[config.mk]
export PLATFORM = sky130hd
export DESIGN_NAME = random_permutation_generator
export DESIGN_NICKNAME = d
export VERILOG_FILES = /design/src/design/rpg_pkg.sv /design/src/design/rpg_ram.sv /design/src/design/rpg_datapath.sv /design/src/design/rpg_ctrl.sv /design/src/design/random_permutation_generator.sv
export SDC_FILE = /design/constraint.sdc
export NUM_CORES = 2
export LEC_CHECK = 0
export BUFFER_PORTS_ARGS = -buffer_cell sky130_fd_sc_hd__buf_2
export CAP_MARGIN = 5
export CORE_MARGIN = 10
export CORE_UTILIZATION = 53
export CTS_CLUSTER_DIAMETER = 80
export DETAILED_ROUTE_END_ITERATION = 8
export GPL_ROUTABILITY_DRIVEN = 1
export PLACE_DENSITY = 0.78
export SLEW_MARGIN = 10
export SYNTH_ARGS = -nofsm -noshare
export SYNTH_HDL_FRONTEND = slang
export SYNTH_SLANG_ARGS = --single-unit
[constraint.sdc]
create_clock -name clk -period 9.5 [get_ports clk]
set_input_delay 0.95 -clock clk [delete_from_list [all_inputs] [get_ports clk]]
set_output_delay 0.95 -clock clk [all_outputs]
set_load 0.01 [all_outputs]
[src/design/rpg_pkg.sv]
// Package for the random permutation generator.
// Holds the shared widths, generator constants and the command and status
// structs that join the controller to the datapath. Depends on nothing.
package rpg_pkg;

	// Store geometry and counter widths.
	localparam int MAX_ELEMENTS = 64;
	localparam int ADDR_W       = $clog2(MAX_ELEMENTS);
	localparam int CNT_W        = ADDR_W + 1;
	localparam int SEED_W       = 32;
	localparam int GEN_W        = 48;
	localparam int HALF_W       = GEN_W / 2;
	localparam int DRAW_W       = 32;
	localparam int MOD_CNT_W    = 4;

	// Linear congruential generator constants, multiplier split in halves.
	localparam logic [HALF_W-1:0] LCG_MUL_LO = 24'hECE66D;
	localparam logic [HALF_W-1:0] LCG_MUL_HI = 24'h0005DE;
	localparam logic [GEN_W-1:0]  LCG_ADD    = 48'h0000_0000_000B;
	localparam logic [15:0]       LCG_LOW    = 16'h330E;

	// Commands from the controller to the datapath.
	typedef struct packed {
		logic load_n;     // latch the saturated count, clear the index
		logic fill_we;    // write the identity entry and advance the index
		logic load_i;     // start the shuffle index at count minus one
		logic mul0;       // low by low partial product plus increment
		logic mul1;       // low by high cross product
		logic mul2;       // high by low cross product, commit the new state
		logic mod_step;   // two remainder bits of the draw
		logic rd_i;       // read entry i
		logic rd_pick;    // read the picked entry, keep entry i
		logic wr_i;       // write the picked value into entry i
		logic wr_pick;    // write the kept value into the picked entry
		logic clr_idx;    // clear the index before emission
		logic rd_k;       // read the entry at the index
		logic load_out;   // load the output register
		logic inc_idx;    // advance the index
	} cmd_t;

	// Status from the datapath to the controller.
	typedef struct packed {
		logic idx_last;   // index equals count minus one
		logic i_gt1;      // shuffle index above one
		logic mod_done;   // final remainder step in this cycle
	} sts_t;

endpackage

[src/design/rpg_ram.sv]
// Generic single write port, single read port RAM with registered read.
// Used for the permutation store. Depends on nothing.
module rpg_ram #(
	parameter int WIDTH = 8,
	parameter int DEPTH = 64
) (
	input  logic                     clk,
	input  logic                     we,
	input  logic [$clog2(DEPTH)-1:0] waddr,
	input  logic [WIDTH-1:0]         wdata,
	input  logic                     re,
	input  logic [$clog2(DEPTH)-1:0] raddr,
	output logic [WIDTH-1:0]         rdata
);

	logic [WIDTH-1:0] mem_q [DEPTH];

	// Write port.
	always_ff @(posedge clk) begin
		if (we) begin
			mem_q[waddr] <= wdata;
		end
	end

	// Registered read port.
	always_ff @(posedge clk) begin
		if (re) begin
			rdata <= mem_q[raddr];
		end
	end

endmodule

[src/design/rpg_datapath.sv]
// Datapath of the random permutation generator: generator state, shared
// partial product multiplier, remainder unit, counters and store access.
// Depends on rpg_pkg and rpg_ram.
module rpg_datapath
	import rpg_pkg::*;
(
	input  logic              clk,
	input  logic              arst_n,
	input  cmd_t              cmd,
	output sts_t              sts,
	input  logic [CNT_W-1:0]  count,
	input  logic              seed_we,
	input  logic [SEED_W-1:0] seed,
	output logic [ADDR_W-1:0] out_value,
	output logic              out_last
);

	logic [GEN_W-1:0]     gen_q;
	logic [GEN_W-1:0]     acc_q;
	logic [GEN_W-1:0]     gen_next;
	logic [HALF_W-1:0]    mul_a;
	logic [HALF_W-1:0]    mul_b;
	logic [GEN_W-1:0]     mul_p;
	logic [DRAW_W-1:0]    draw_q;
	logic [ADDR_W-1:0]    rem_q;
	logic [MOD_CNT_W-1:0] mod_cnt_q;
	logic [ADDR_W:0]      t1;
	logic [ADDR_W:0]      t2;
	logic [ADDR_W:0]      div;
	logic [ADDR_W-1:0]    r1;
	logic [ADDR_W-1:0]    r2;
	logic [CNT_W-1:0]     n_q;
	logic [CNT_W-1:0]     idx_q;
	logic [ADDR_W-1:0]    i_q;
	logic [ADDR_W-1:0]    held_q;
	logic                 ram_we;
	logic [ADDR_W-1:0]    ram_waddr;
	logic [ADDR_W-1:0]    ram_wdata;
	logic                 ram_re;
	logic [ADDR_W-1:0]    ram_raddr;
	logic [ADDR_W-1:0]    ram_rdata;
	logic [ADDR_W-1:0]    out_value_q;
	logic                 out_last_q;

	// Shared 24 by 24 multiplier; the top by top product falls off mod 2^48.
	always_comb begin
		mul_a = gen_q[HALF_W-1:0];
		mul_b = LCG_MUL_LO;
		if (cmd.mul1) begin
			mul_b = LCG_MUL_HI;
		end
		if (cmd.mul2) begin
			mul_a = gen_q[GEN_W-1:HALF_W];
		end
	end
	assign mul_p    = mul_a * mul_b;
	assign gen_next = acc_q + {mul_p[HALF_W-1:0], {HALF_W{1'b0}}};

	// Generator state and accumulator of the partial products.
	always_ff @(posedge clk or negedge arst_n) begin
		if (!arst_n) begin
			gen_q <= {{SEED_W{1'b0}}, LCG_LOW};
		end else if (seed_we) begin
			gen_q <= {seed, LCG_LOW};
		end else if (cmd.mul2) begin
			gen_q <= gen_next;
		end
	end

	always_ff @(posedge clk) begin
		if (cmd.mul0) begin
			acc_q <= mul_p + LCG_ADD;
		end else if (cmd.mul1) begin
			acc_q <= gen_next;
		end
	end

	// Remainder unit: restoring steps, two draw bits per cycle.
	assign div = {1'b0, i_q};
	always_comb begin
		t1 = {rem_q, draw_q[DRAW_W-1]};
		r1 = (t1 >= div) ? ADDR_W'(t1 - div) : t1[ADDR_W-1:0];
		t2 = {r1, draw_q[DRAW_W-2]};
		r2 = (t2 >= div) ? ADDR_W'(t2 - div) : t2[ADDR_W-1:0];
	end

	always_ff @(posedge clk) begin
		if (cmd.mul2) begin
			draw_q    <= {1'b0, gen_next[GEN_W-1:17]};
			rem_q     <= '0;
			mod_cnt_q <= '0;
		end else if (cmd.mod_step) begin
			draw_q    <= {draw_q[DRAW_W-3:0], 2'b00};
			rem_q     <= r2;
			mod_cnt_q <= mod_cnt_q + MOD_CNT_W'(1);
		end
	end

	// Count, running index and shuffle index.
	always_ff @(posedge clk) begin
		if (cmd.load_n) begin
			n_q <= (count > CNT_W'(MAX_ELEMENTS)) ? CNT_W'(MAX_ELEMENTS) : count;
		end
		if (cmd.load_n || cmd.clr_idx) begin
			idx_q <= '0;
		end else if (cmd.fill_we || cmd.inc_idx) begin
			idx_q <= idx_q + CNT_W'(1);
		end
		if (cmd.load_i) begin
			i_q <= ADDR_W'(n_q - CNT_W'(1));
		end else if (cmd.wr_pick) begin
			i_q <= i_q - ADDR_W'(1);
		end
		if (cmd.rd_pick) begin
			held_q <= ram_rdata;
		end
	end

	// Store address and data selection.
	always_comb begin
		ram_we    = cmd.fill_we | cmd.wr_i | cmd.wr_pick;
		ram_waddr = idx_q[ADDR_W-1:0];
		ram_wdata = idx_q[ADDR_W-1:0];
		if (cmd.wr_i) begin
			ram_waddr = i_q;
			ram_wdata = ram_rdata;
		end else if (cmd.wr_pick) begin
			ram_waddr = rem_q;
			ram_wdata = held_q;
		end
		ram_re    = cmd.rd_i | cmd.rd_pick | cmd.rd_k;
		ram_raddr = idx_q[ADDR_W-1:0];
		if (cmd.rd_i) begin
			ram_raddr = i_q;
		end else if (cmd.rd_pick) begin
			ram_raddr = rem_q;
		end
	end

	rpg_ram #(
		.WIDTH (ADDR_W),
		.DEPTH (MAX_ELEMENTS)
	) u_store (
		.clk   (clk),
		.we    (ram_we),
		.waddr (ram_waddr),
		.wdata (ram_wdata),
		.re    (ram_re),
		.raddr (ram_raddr),
		.rdata (ram_rdata)
	);

	// Output register.
	always_ff @(posedge clk) begin
		if (cmd.load_out) begin
			out_value_q <= ram_rdata;
			out_last_q  <= sts.idx_last;
		end
	end
	assign out_value = out_value_q;
	assign out_last  = out_last_q;

	// Status toward the controller.
	assign sts.idx_last = (idx_q == n_q - CNT_W'(1));
	assign sts.i_gt1    = (i_q > ADDR_W'(1));
	assign sts.mod_done = (mod_cnt_q == {MOD_CNT_W{1'b1}});

endmodule

[src/design/rpg_ctrl.sv]
// Controller state machine of the random permutation generator: sequences
// fill, draw, remainder, swap and emission. Depends on rpg_pkg.
module rpg_ctrl
	import rpg_pkg::*;
(
	input  logic             clk,
	input  logic             arst_n,
	input  logic             in_valid,
	input  logic [CNT_W-1:0] in_count,
	output logic             in_ready,
	output logic             out_valid,
	input  logic             out_ready,
	output cmd_t             cmd,
	input  sts_t             sts
);

	localparam logic [3:0] S_IDLE = 4'd0;
	localparam logic [3:0] S_FILL = 4'd1;
	localparam logic [3:0] S_TEST = 4'd2;
	localparam logic [3:0] S_MUL0 = 4'd3;
	localparam logic [3:0] S_MUL1 = 4'd4;
	localparam logic [3:0] S_MUL2 = 4'd5;
	localparam logic [3:0] S_MOD  = 4'd6;
	localparam logic [3:0] S_RDI  = 4'd7;
	localparam logic [3:0] S_RDP  = 4'd8;
	localparam logic [3:0] S_WRI  = 4'd9;
	localparam logic [3:0] S_WRP  = 4'd10;
	localparam logic [3:0] S_ERD  = 4'd11;
	localparam logic [3:0] S_EWT  = 4'd12;
	localparam logic [3:0] S_EOUT = 4'd13;

	logic [3:0] state_q;
	logic [3:0] state_d;

	assign in_ready  = (state_q == S_IDLE);
	assign out_valid = (state_q == S_EOUT);

	// Next state and command decode.
	always_comb begin
		state_d = state_q;
		cmd     = '0;
		unique case (state_q)
			S_IDLE: begin
				if (in_valid && in_count != '0) begin
					cmd.load_n = 1'b1;
					state_d    = S_FILL;
				end
			end
			S_FILL: begin
				cmd.fill_we = 1'b1;
				if (sts.idx_last) begin
					cmd.load_i = 1'b1;
					state_d    = S_TEST;
				end
			end
			S_TEST: begin
				if (sts.i_gt1) begin
					state_d = S_MUL0;
				end else begin
					cmd.clr_idx = 1'b1;
					state_d     = S_ERD;
				end
			end
			S_MUL0: begin
				cmd.mul0 = 1'b1;
				state_d  = S_MUL1;
			end
			S_MUL1: begin
				cmd.mul1 = 1'b1;
				state_d  = S_MUL2;
			end
			S_MUL2: begin
				cmd.mul2 = 1'b1;
				state_d  = S_MOD;
			end
			S_MOD: begin
				cmd.mod_step = 1'b1;
				if (sts.mod_done) begin
					state_d = S_RDI;
				end
			end
			S_RDI: begin
				cmd.rd_i = 1'b1;
				state_d  = S_RDP;
			end
			S_RDP: begin
				cmd.rd_pick = 1'b1;
				state_d     = S_WRI;
			end
			S_WRI: begin
				cmd.wr_i = 1'b1;
				state_d  = S_WRP;
			end
			S_WRP: begin
				cmd.wr_pick = 1'b1;
				state_d     = S_TEST;
			end
			S_ERD: begin
				cmd.rd_k = 1'b1;
				state_d  = S_EWT;
			end
			S_EWT: begin
				cmd.load_out = 1'b1;
				state_d      = S_EOUT;
			end
			S_EOUT: begin
				if (out_ready) begin
					if (sts.idx_last) begin
						state_d = S_IDLE;
					end else begin
						cmd.inc_idx = 1'b1;
						state_d     = S_ERD;
					end
				end
			end
			default: begin
				state_d = S_IDLE;
			end
		endcase
	end

	// State register.
	always_ff @(posedge clk or negedge arst_n) begin
		if (!arst_n) begin
			state_q <= S_IDLE;
		end else begin
			state_q <= state_d;
		end
	end

endmodule

[src/design/random_permutation_generator.sv]
// Random permutation generator: one count in, a shuffled 0..n-1 out, where
// n is the count capped at 64. Each draw runs a three-pass 24-bit multiply
// and then the restoring remainder, two draw bits per step.
// Results leave one at a time, each held until the output side is ready.
// One request at a time; the input is taken only between requests.
// Reset clears the control and loads the generator state from a zero seed.
module random_permutation_generator
	import rpg_pkg::*;
(
	input  logic        clk,
	input  logic        arst_n,
	input  logic        s_tvalid,
	output logic        s_tready,
	input  logic [7:0]  s_tdata,   // [6:0] element_count
	output logic        m_tvalid,
	input  logic        m_tready,
	output logic [7:0]  m_tdata,   // [5:0] element_value
	output logic        m_tlast,   // last_element
	input  logic        cfg_valid,
	output logic        cfg_ready,
	input  logic [31:0] cfg_data   // seed
);

	cmd_t              cmd;
	sts_t              sts;
	logic [ADDR_W-1:0] out_value;

	// The seed register is always writable.
	assign cfg_ready = 1'b1;

	rpg_ctrl u_ctrl (
		.clk       (clk),
		.arst_n    (arst_n),
		.in_valid  (s_tvalid),
		.in_count  (s_tdata[CNT_W-1:0]),
		.in_ready  (s_tready),
		.out_valid (m_tvalid),
		.out_ready (m_tready),
		.cmd       (cmd),
		.sts       (sts)
	);

	rpg_datapath u_datapath (
		.clk       (clk),
		.arst_n    (arst_n),
		.cmd       (cmd),
		.sts       (sts),
		.count     (s_tdata[CNT_W-1:0]),
		.seed_we   (cfg_valid),
		.seed      (cfg_data),
		.out_value (out_value),
		.out_last  (m_tlast)
	);

	assign m_tdata = {{(8-ADDR_W){1'b0}}, out_value};

endmodule
* Yosys cells after proc, flatten, opt, wreduce, memory -nomap -nowiden
Memory sizes are Yosys's and may differ from the RTL's. A register that Yosys moved wholly into a read port is not among the register bits.
Cells that the tools add are included.
** Storage, ports and cells
- Register bits after elaboration :: 175
- Memory bits (writable) :: 384
- Output and inout bits :: 12
- Memories :: 1
** Memory list
- u_datapath.u_store.mem_q :: words 64, bits a word 6, read ports 1, clocked after memory_dff 1, wr ports 1, RTL line rpg_ram.sv:16 : logic [WIDTH-1:0] mem_q [DEPTH];
** Operators by class
- $add $sub $neg :: 8
- $mul :: 1
- Magnitude comparators :: 4
- Eq/ne operators :: 19
- Muxes and demuxes :: 46
- Bitwise operators :: 4
- Reductions and logical operators :: 10
** Operators by type and width (count)
- 2-to-1 mux 48 bit :: 4
- 2-to-1 mux 31 bit :: 2
- 2-to-1 mux 6 bit :: 10
- case mux 4 bit (14 select lines) :: 1
- adder 48 x 4 -> 48 bit, second input constant :: 1
- adder 48 bit :: 1
- multiplier 24 x 24 -> 48 bit :: 1
- 2-to-1 mux 24 bit :: 2
- == test 4 bit, second input constant :: 7
- 2-to-1 mux 4 bit :: 6
- 2-to-1 mux 1 bit :: 20
- == test 4 x 3 -> 1 bit, second input constant :: 4
- greater-or-equal comparator 7 x 6 -> 1 bit :: 2
- subtractor 6 bit :: 2
- == test 4 x 2 -> 1 bit, second input constant :: 2
- nonzero test 2 bit :: 4
- adder 7 x 1 -> 7 bit, second input constant :: 1
- == test 7 bit :: 1
- > comparator 7 bit, second input constant :: 1
- nonzero test 7 bit :: 1
- subtractor 7 x 1 -> 7 bit, second input constant :: 1
- > comparator 6 x 1 -> 1 bit, second input constant :: 1
- subtractor 6 x 1 -> 6 bit, second input constant :: 1
- adder 4 x 1 -> 4 bit, second input constant :: 1
- other kinds (9) :: 15

* Depth between registers and ports, before layout
- Word-level depth :: 8
- Mapped depth :: 41
- Depth with buffers taken out :: 39

* By module
From an unflattened synthesis, not the netlist that was laid out.
** Second synthesis, totals
- Cells, all modules :: 3490
- Area total of the unflattened synthesis :: 40878.0 µm²
** By module, submodules not included
- rpg_datapath :: times used 1, cells each 2707, area an instance 25137.9 µm²
- rpg_ram :: times used 1, cells each 720, area an instance 15285.9 µm²
- rpg_ctrl :: times used 1, cells each 58, area an instance 424.2 µm²
- random_permutation_generator :: times used 1, cells each 5, area an instance 30.0 µm²

* Worst setup path after synthesis
Ideal clock, no wire load.
- Kind :: reg2reg
- Start :: reg u_ctrl.state_q[1]
- End :: reg u_datapath.acc_q[47] (data pin)
- Library setup time :: 0.263 ns
- Arrival :: 9.191 ns
- Path slack :: 0.046 ns
- Stages on the path, launching flop included :: 32
- Buffers on the path :: 4
- Path through :: dfrtp_1 -> buf_6 -> and4bb_4 -> clkbuf_1 -> clkbuf_1 -> clkbuf_1 -> a21oi_1 -> nor2_1 -> fa_1 -> fa_1 -> fa_1 -> inv_1 -> fa_1 -> fa_1 -> inv_1 -> fa_1 -> inv_1 -> fa_1 -> inv_1 -> ha_1 -> and4_4 -> and2_1 -> a221o_1 -> and2_1 -> o311a_1 -> or4_4 -> nor3_1 -> and4_1 -> nand4_2 -> nor4_2 -> xnor2_1 -> mux2i_1
** On the way
- Cells in the longest elaborated chain, start to end :: 7
- Elaborated cells on any way between the ends :: 13
** RTL lines
- start: declaration :: RTL line rpg_ctrl.sv:32 : logic [3:0] state_q;
- start signal: assignment :: RTL line rpg_ctrl.sv:127 : state_q <= state_d;
- == test 4 x 3 -> 1 bit :: RTL line rpg_ctrl.sv:42 : unique case (state_q)
- 2-to-1 mux 1 bit :: RTL line rpg_ctrl.sv:42
- 2-to-1 mux 24 bit, on equally long branches :: RTL line rpg_datapath.sv:52, rpg_datapath.sv:49
- multiplier 24 x 24 -> 48 bit :: RTL line rpg_datapath.sv:56 : assign mul_p = mul_a * mul_b;
- adder 48 bit :: RTL line rpg_datapath.sv:57 : assign gen_next = acc_q + {mul_p[HALF_W-1:0], {HALF_W{1'b0}}};
- 2-to-1 mux 48 bit :: RTL line rpg_datapath.sv:73 : end else if (cmd.mul1) begin
- 2-to-1 mux 48 bit (*) :: RTL line rpg_datapath.sv:71 : if (cmd.mul0) begin
- end signal: assignment :: RTL line rpg_datapath.sv:72 : acc_q <= mul_p + LCG_ADD;
- end signal: assignment :: RTL line rpg_datapath.sv:74 : acc_q <= gen_next;
- end: declaration :: RTL line rpg_datapath.sv:19 : logic [GEN_W-1:0] acc_q;
Mark *: on every way between the ends. The rest lies on a longest branch, timed or not. The select of a mux whose other input is x is not followed.
A chain may end at the register's enable or synchronous reset.

* Worst setup path after layout
- Start :: reg u_ctrl.state_q[1]
- End :: reg u_datapath.acc_q[34] (data pin)
The elaborated chain is that of the path after synthesis.

==> flow_summary.toml <==
[outcome]
outcome = "complete, no violations"

[routing]
drt_wl_total_um = 100100
ant_nets = 0
drtIter0Drc = 2791
drc = 0
firstDrtPassIters = 5
via_per_inst = 5.781
vias = 26748
routedWlPerCell_um = 21.63

[yosys]
ys_top_cells_by_count = "589 x inv_1, 495 x edfxtp_1, 344 x nand2_1, 339 x fa_1, 286 x ha_1"
synthMostInstantiatedCell = "inv_1"
yosysUniqueCellTypes = 95
synthMuxAreaShare_pct = 6.823
synth_area_um2 = 40490
synthXorXnorAreaFrac_pct = 2.766
synth_top_area_share_pct = 36.71
ys_top_cells_by_area = "edfxtp_1 37%, fa_1 17%, ha_1 8.8%, inv_1 5.5%, mux4_2 5.3%"
synthSimpleGateAreaFrac_pct = 9.571
ys_ff_latch = 565
synth_top_cell_by_area = "edfxtp_1"
synthFlopType = "edfxtp_1"
yosysWarnings = 0
avgSynthCellArea_um2 = 11.57
async_flop_share_pct = 9.204
synth_top_family_by_area = "adder cells"
synth_fa_ha_area_share_pct = 25.60
yosysSeqAreaShare_pct = 40.84
synth_edf_count = 495
synth_compound_area_share_pct = 7.550
netlist_instances = 3498

[sta]
final-max-slew-violation-count = 0
fmax_mhz = 108.4
fin_crit_sh_pct = 97.14
setup_viol = 0
hold_viol = 0
fin_tns_setup_ns = 0
finClkSkew_ns = 0.02837
worst_slew_pin_slew_ns = 1.109
min_period_ns = 9.228
max_slew_margin_pct = 25.79

[layout]
fin_cells = 4627
n_antenna_cell = 0
final_core_utilization_pct = 58.62
layout-drive-gt1-share_pct = 12.91
nFillCells = 5859
nets = 4277
syn_to_final_growth_pct = 9.775

[clocking]
cts_root_buffer = "clkbuf_16"
cts_hold_buf = 0
clock_latency_ns = 0.63
clk_pin_slew_worst_paths_ns = 0.06
cts_tree = "yes"
clock_path_buffers = 3
htreeDepth = 2
cts_buffers = 52
clkSinkCount = 565

[placement]
dp.cells = 4525
io_buffers = 52
dpl.hpwl_um = 75020
gp_congestion = 0.9594

[critical_path]
rr_startpoint = "u_ctrl.state_q[1]"
setup.worst_path.end = "u_datapath.acc_q[34]"
worstReg2RegEnd = "u_datapath.acc_q[34]"
critPathLaunch = "u_ctrl.state_q[1]"
cp.arrival_ns = 9.56
endpoint_kind = "flop"
slowest_delay_ns = 0.55
worstPathRequired_ns = 9.83
crit_top_cell = "fa_1"
r2r_cells = 34
critPathSlowestCell = "fa_1"
path_max_fanout = 22
critical_path_class = "reg -> reg"
reg2reg_slack_ns = 0.27
worst_setup_path_start_kind = "flop"

[die]
core_area_um2 = 75820
row_count = 101
die_w_um = 296.4
design.die.area_um2 = 87850
pin_count = 57
dieHeight_um = 296.4
start_util_pct = 53.40

[power_and_ir_drop]
leakage_nw = 19.22
power.density_nw_per_um2 = 305.2
peakVddDrop_uv = 449.3

[global_routing]
grt.overflow.total = 0
grt_max_degree = 77
grt_pass1_vias = 26853
grt_pass1_wl_um = 154800
grt_usage_pct = 22.84
antenna_found_initial = 1

[hold_path]
hold_depth = 2
min_path_type = "reg -> reg"

[job]
drv_cap = 0
cell usage in the layout, fill, tap and decap left out, types with 8 or more instances in the layout:
master	Yosys	final
inv_1	589	581
edfxtp_1	495	495
fa_1	339	339
nand2_1	344	329
ha_1	286	281
nor2_1	205	200
a21oi_1	151	147
buf_4	4	124
mux4_2	96	96
o21ai_0	103	94
xnor2_1	75	71
nor2b_1	58	57
clkbuf_16	0	52
buf_2	28	52
mux2i_1	51	51
xor2_1	51	50
a21o_1	50	49
a211oi_1	50	49
dfrtp_1	45	45
nand3_1	39	38
nor3_1	36	34
and2_1	23	22
nand2b_1	19	19
o21a_1	19	19
nand4_1	18	18
dfxtp_1	18	18
nand2_2	2	16
and3_1	14	14
clkinv_1	0	13
a31oi_1	13	12
o31ai_1	10	10
clkbuf_1	87	10
or3_1	9	9
o21ai_4	0	9
o21ai_1	10	9
mux2_2	8	8
clkinv_2	0	8
worst min-delay path by stage:
| stage | startpoint | to | slack, ns |
|---|---|---|---|
| 5_1_grt | u_datapath.gen_q[8] | u_datapath.gen_q[8] | 0.49 |
| 2_1_floorplan | u_datapath.acc_q[1] | u_datapath.gen_q[1] | 0.44 |
| 6_report | u_datapath.acc_q[12] | u_datapath.gen_q[12] | 0.47 |
| 4_1_cts | u_datapath.acc_q[2] | u_datapath.gen_q[2] | 0.47 |
| 3_3_place_gp | u_datapath.acc_q[12] | u_datapath.gen_q[12] | 0.44 |
| 3_5_place_dp | u_datapath.acc_q[2] | u_datapath.gen_q[2] | 0.45 |
what timing repair did:
| action | in CTS | in global routing |
|---|---|---|
| setup endpoints to repair | 0 | 27 |
| gates resized for setup | 0 | 54 |
| buffers inserted | 0 | 6 |
stage by stage:
step                worst slack, ns  hold WS (ns)  area (um2)  total power [mW]
floorplan                   0.04592        0.4367       40500             8.566
global placement             0.1817        0.4442       42530             11.07
detailed placement          0.06128        0.4501       42530             11.18
CTS                         0.02776        0.4699       44230             13.31
global route               -0.09364        0.4925       44450             14.46
finish                       0.2721        0.4667       44450             13.56
cell families after synthesis:
group           count (synthesis)
mux                           155
xor+xnor                      127
buf+inv                       719
fa+ha+maj                     625
compound gates                480
other cells                     2
flops                         565
simple gates                  825
flip-flops by register name, summed over array words and instances, names as in the netlist:
signal,count
u_datapath.u_store.mem_q,384
u_datapath.acc_q,48
u_datapath.gen_q,48
u_datapath.draw_q,32
u_datapath.idx_q,7
u_datapath.n_q,7
u_datapath.held_q,6
u_datapath.i_q,6
u_datapath.out_value,6
u_datapath.rem_q,6
u_datapath.u_store.rdata,6
u_ctrl.state_q,4
u_datapath.mod_cnt_q,4
u_datapath.out_last,1
where the power goes:
group | leakage, nW | switching [mW] | internal, mW | total (mW)
Clock | 0.818 | 0.959 | 1.15 | 2.11
Sequential | 5.21 | 0.0578 | 2.82 | 2.88
Combinational | 13.2 | 5.21 | 3.36 | 8.57
worst max-delay path, delay by kind of cell (launching register included):
kind	cells	cell delay (ns)
AOI/OAI and AO/OA	5	1.12
xor gates and xnor gates	2	0.59
adders and majority gates	8	3.53
buffers and inverters	10	1.43
DFF	1	0.41
and+or+nand+nor	9	1.84
cell type report:
| type | count | area [um2] | area share (%) |
|---|---|---|---|
| clock buffers | 62 | 1339 | 3.012 |
| flip-flops and latches | 565 | 16530 | 37.20 |
| repair buffers | 180 | 1271 | 2.860 |
| multi-input cells | 2217 | 21490 | 48.35 |
| well taps | 978 | 1224 | 2.753 |
| inverters | 591 | 2232 | 5.022 |
| clock inverters | 34 | 356.6 | 0.8023 |
layer usage:
metal	global-route usage [%]	share of wire [%]	vias to the layer above	wire (um)
met1	30.75	41	13260	40570
met5	0	0.0090	-	9
met3	2.604	7.0	194	7033
li1	-	-	12116	-
met2	38.04	48	1176	48460
met4	8.254	4.0	2	3977
Note: power is estimated with default switching activity, not from simulation.
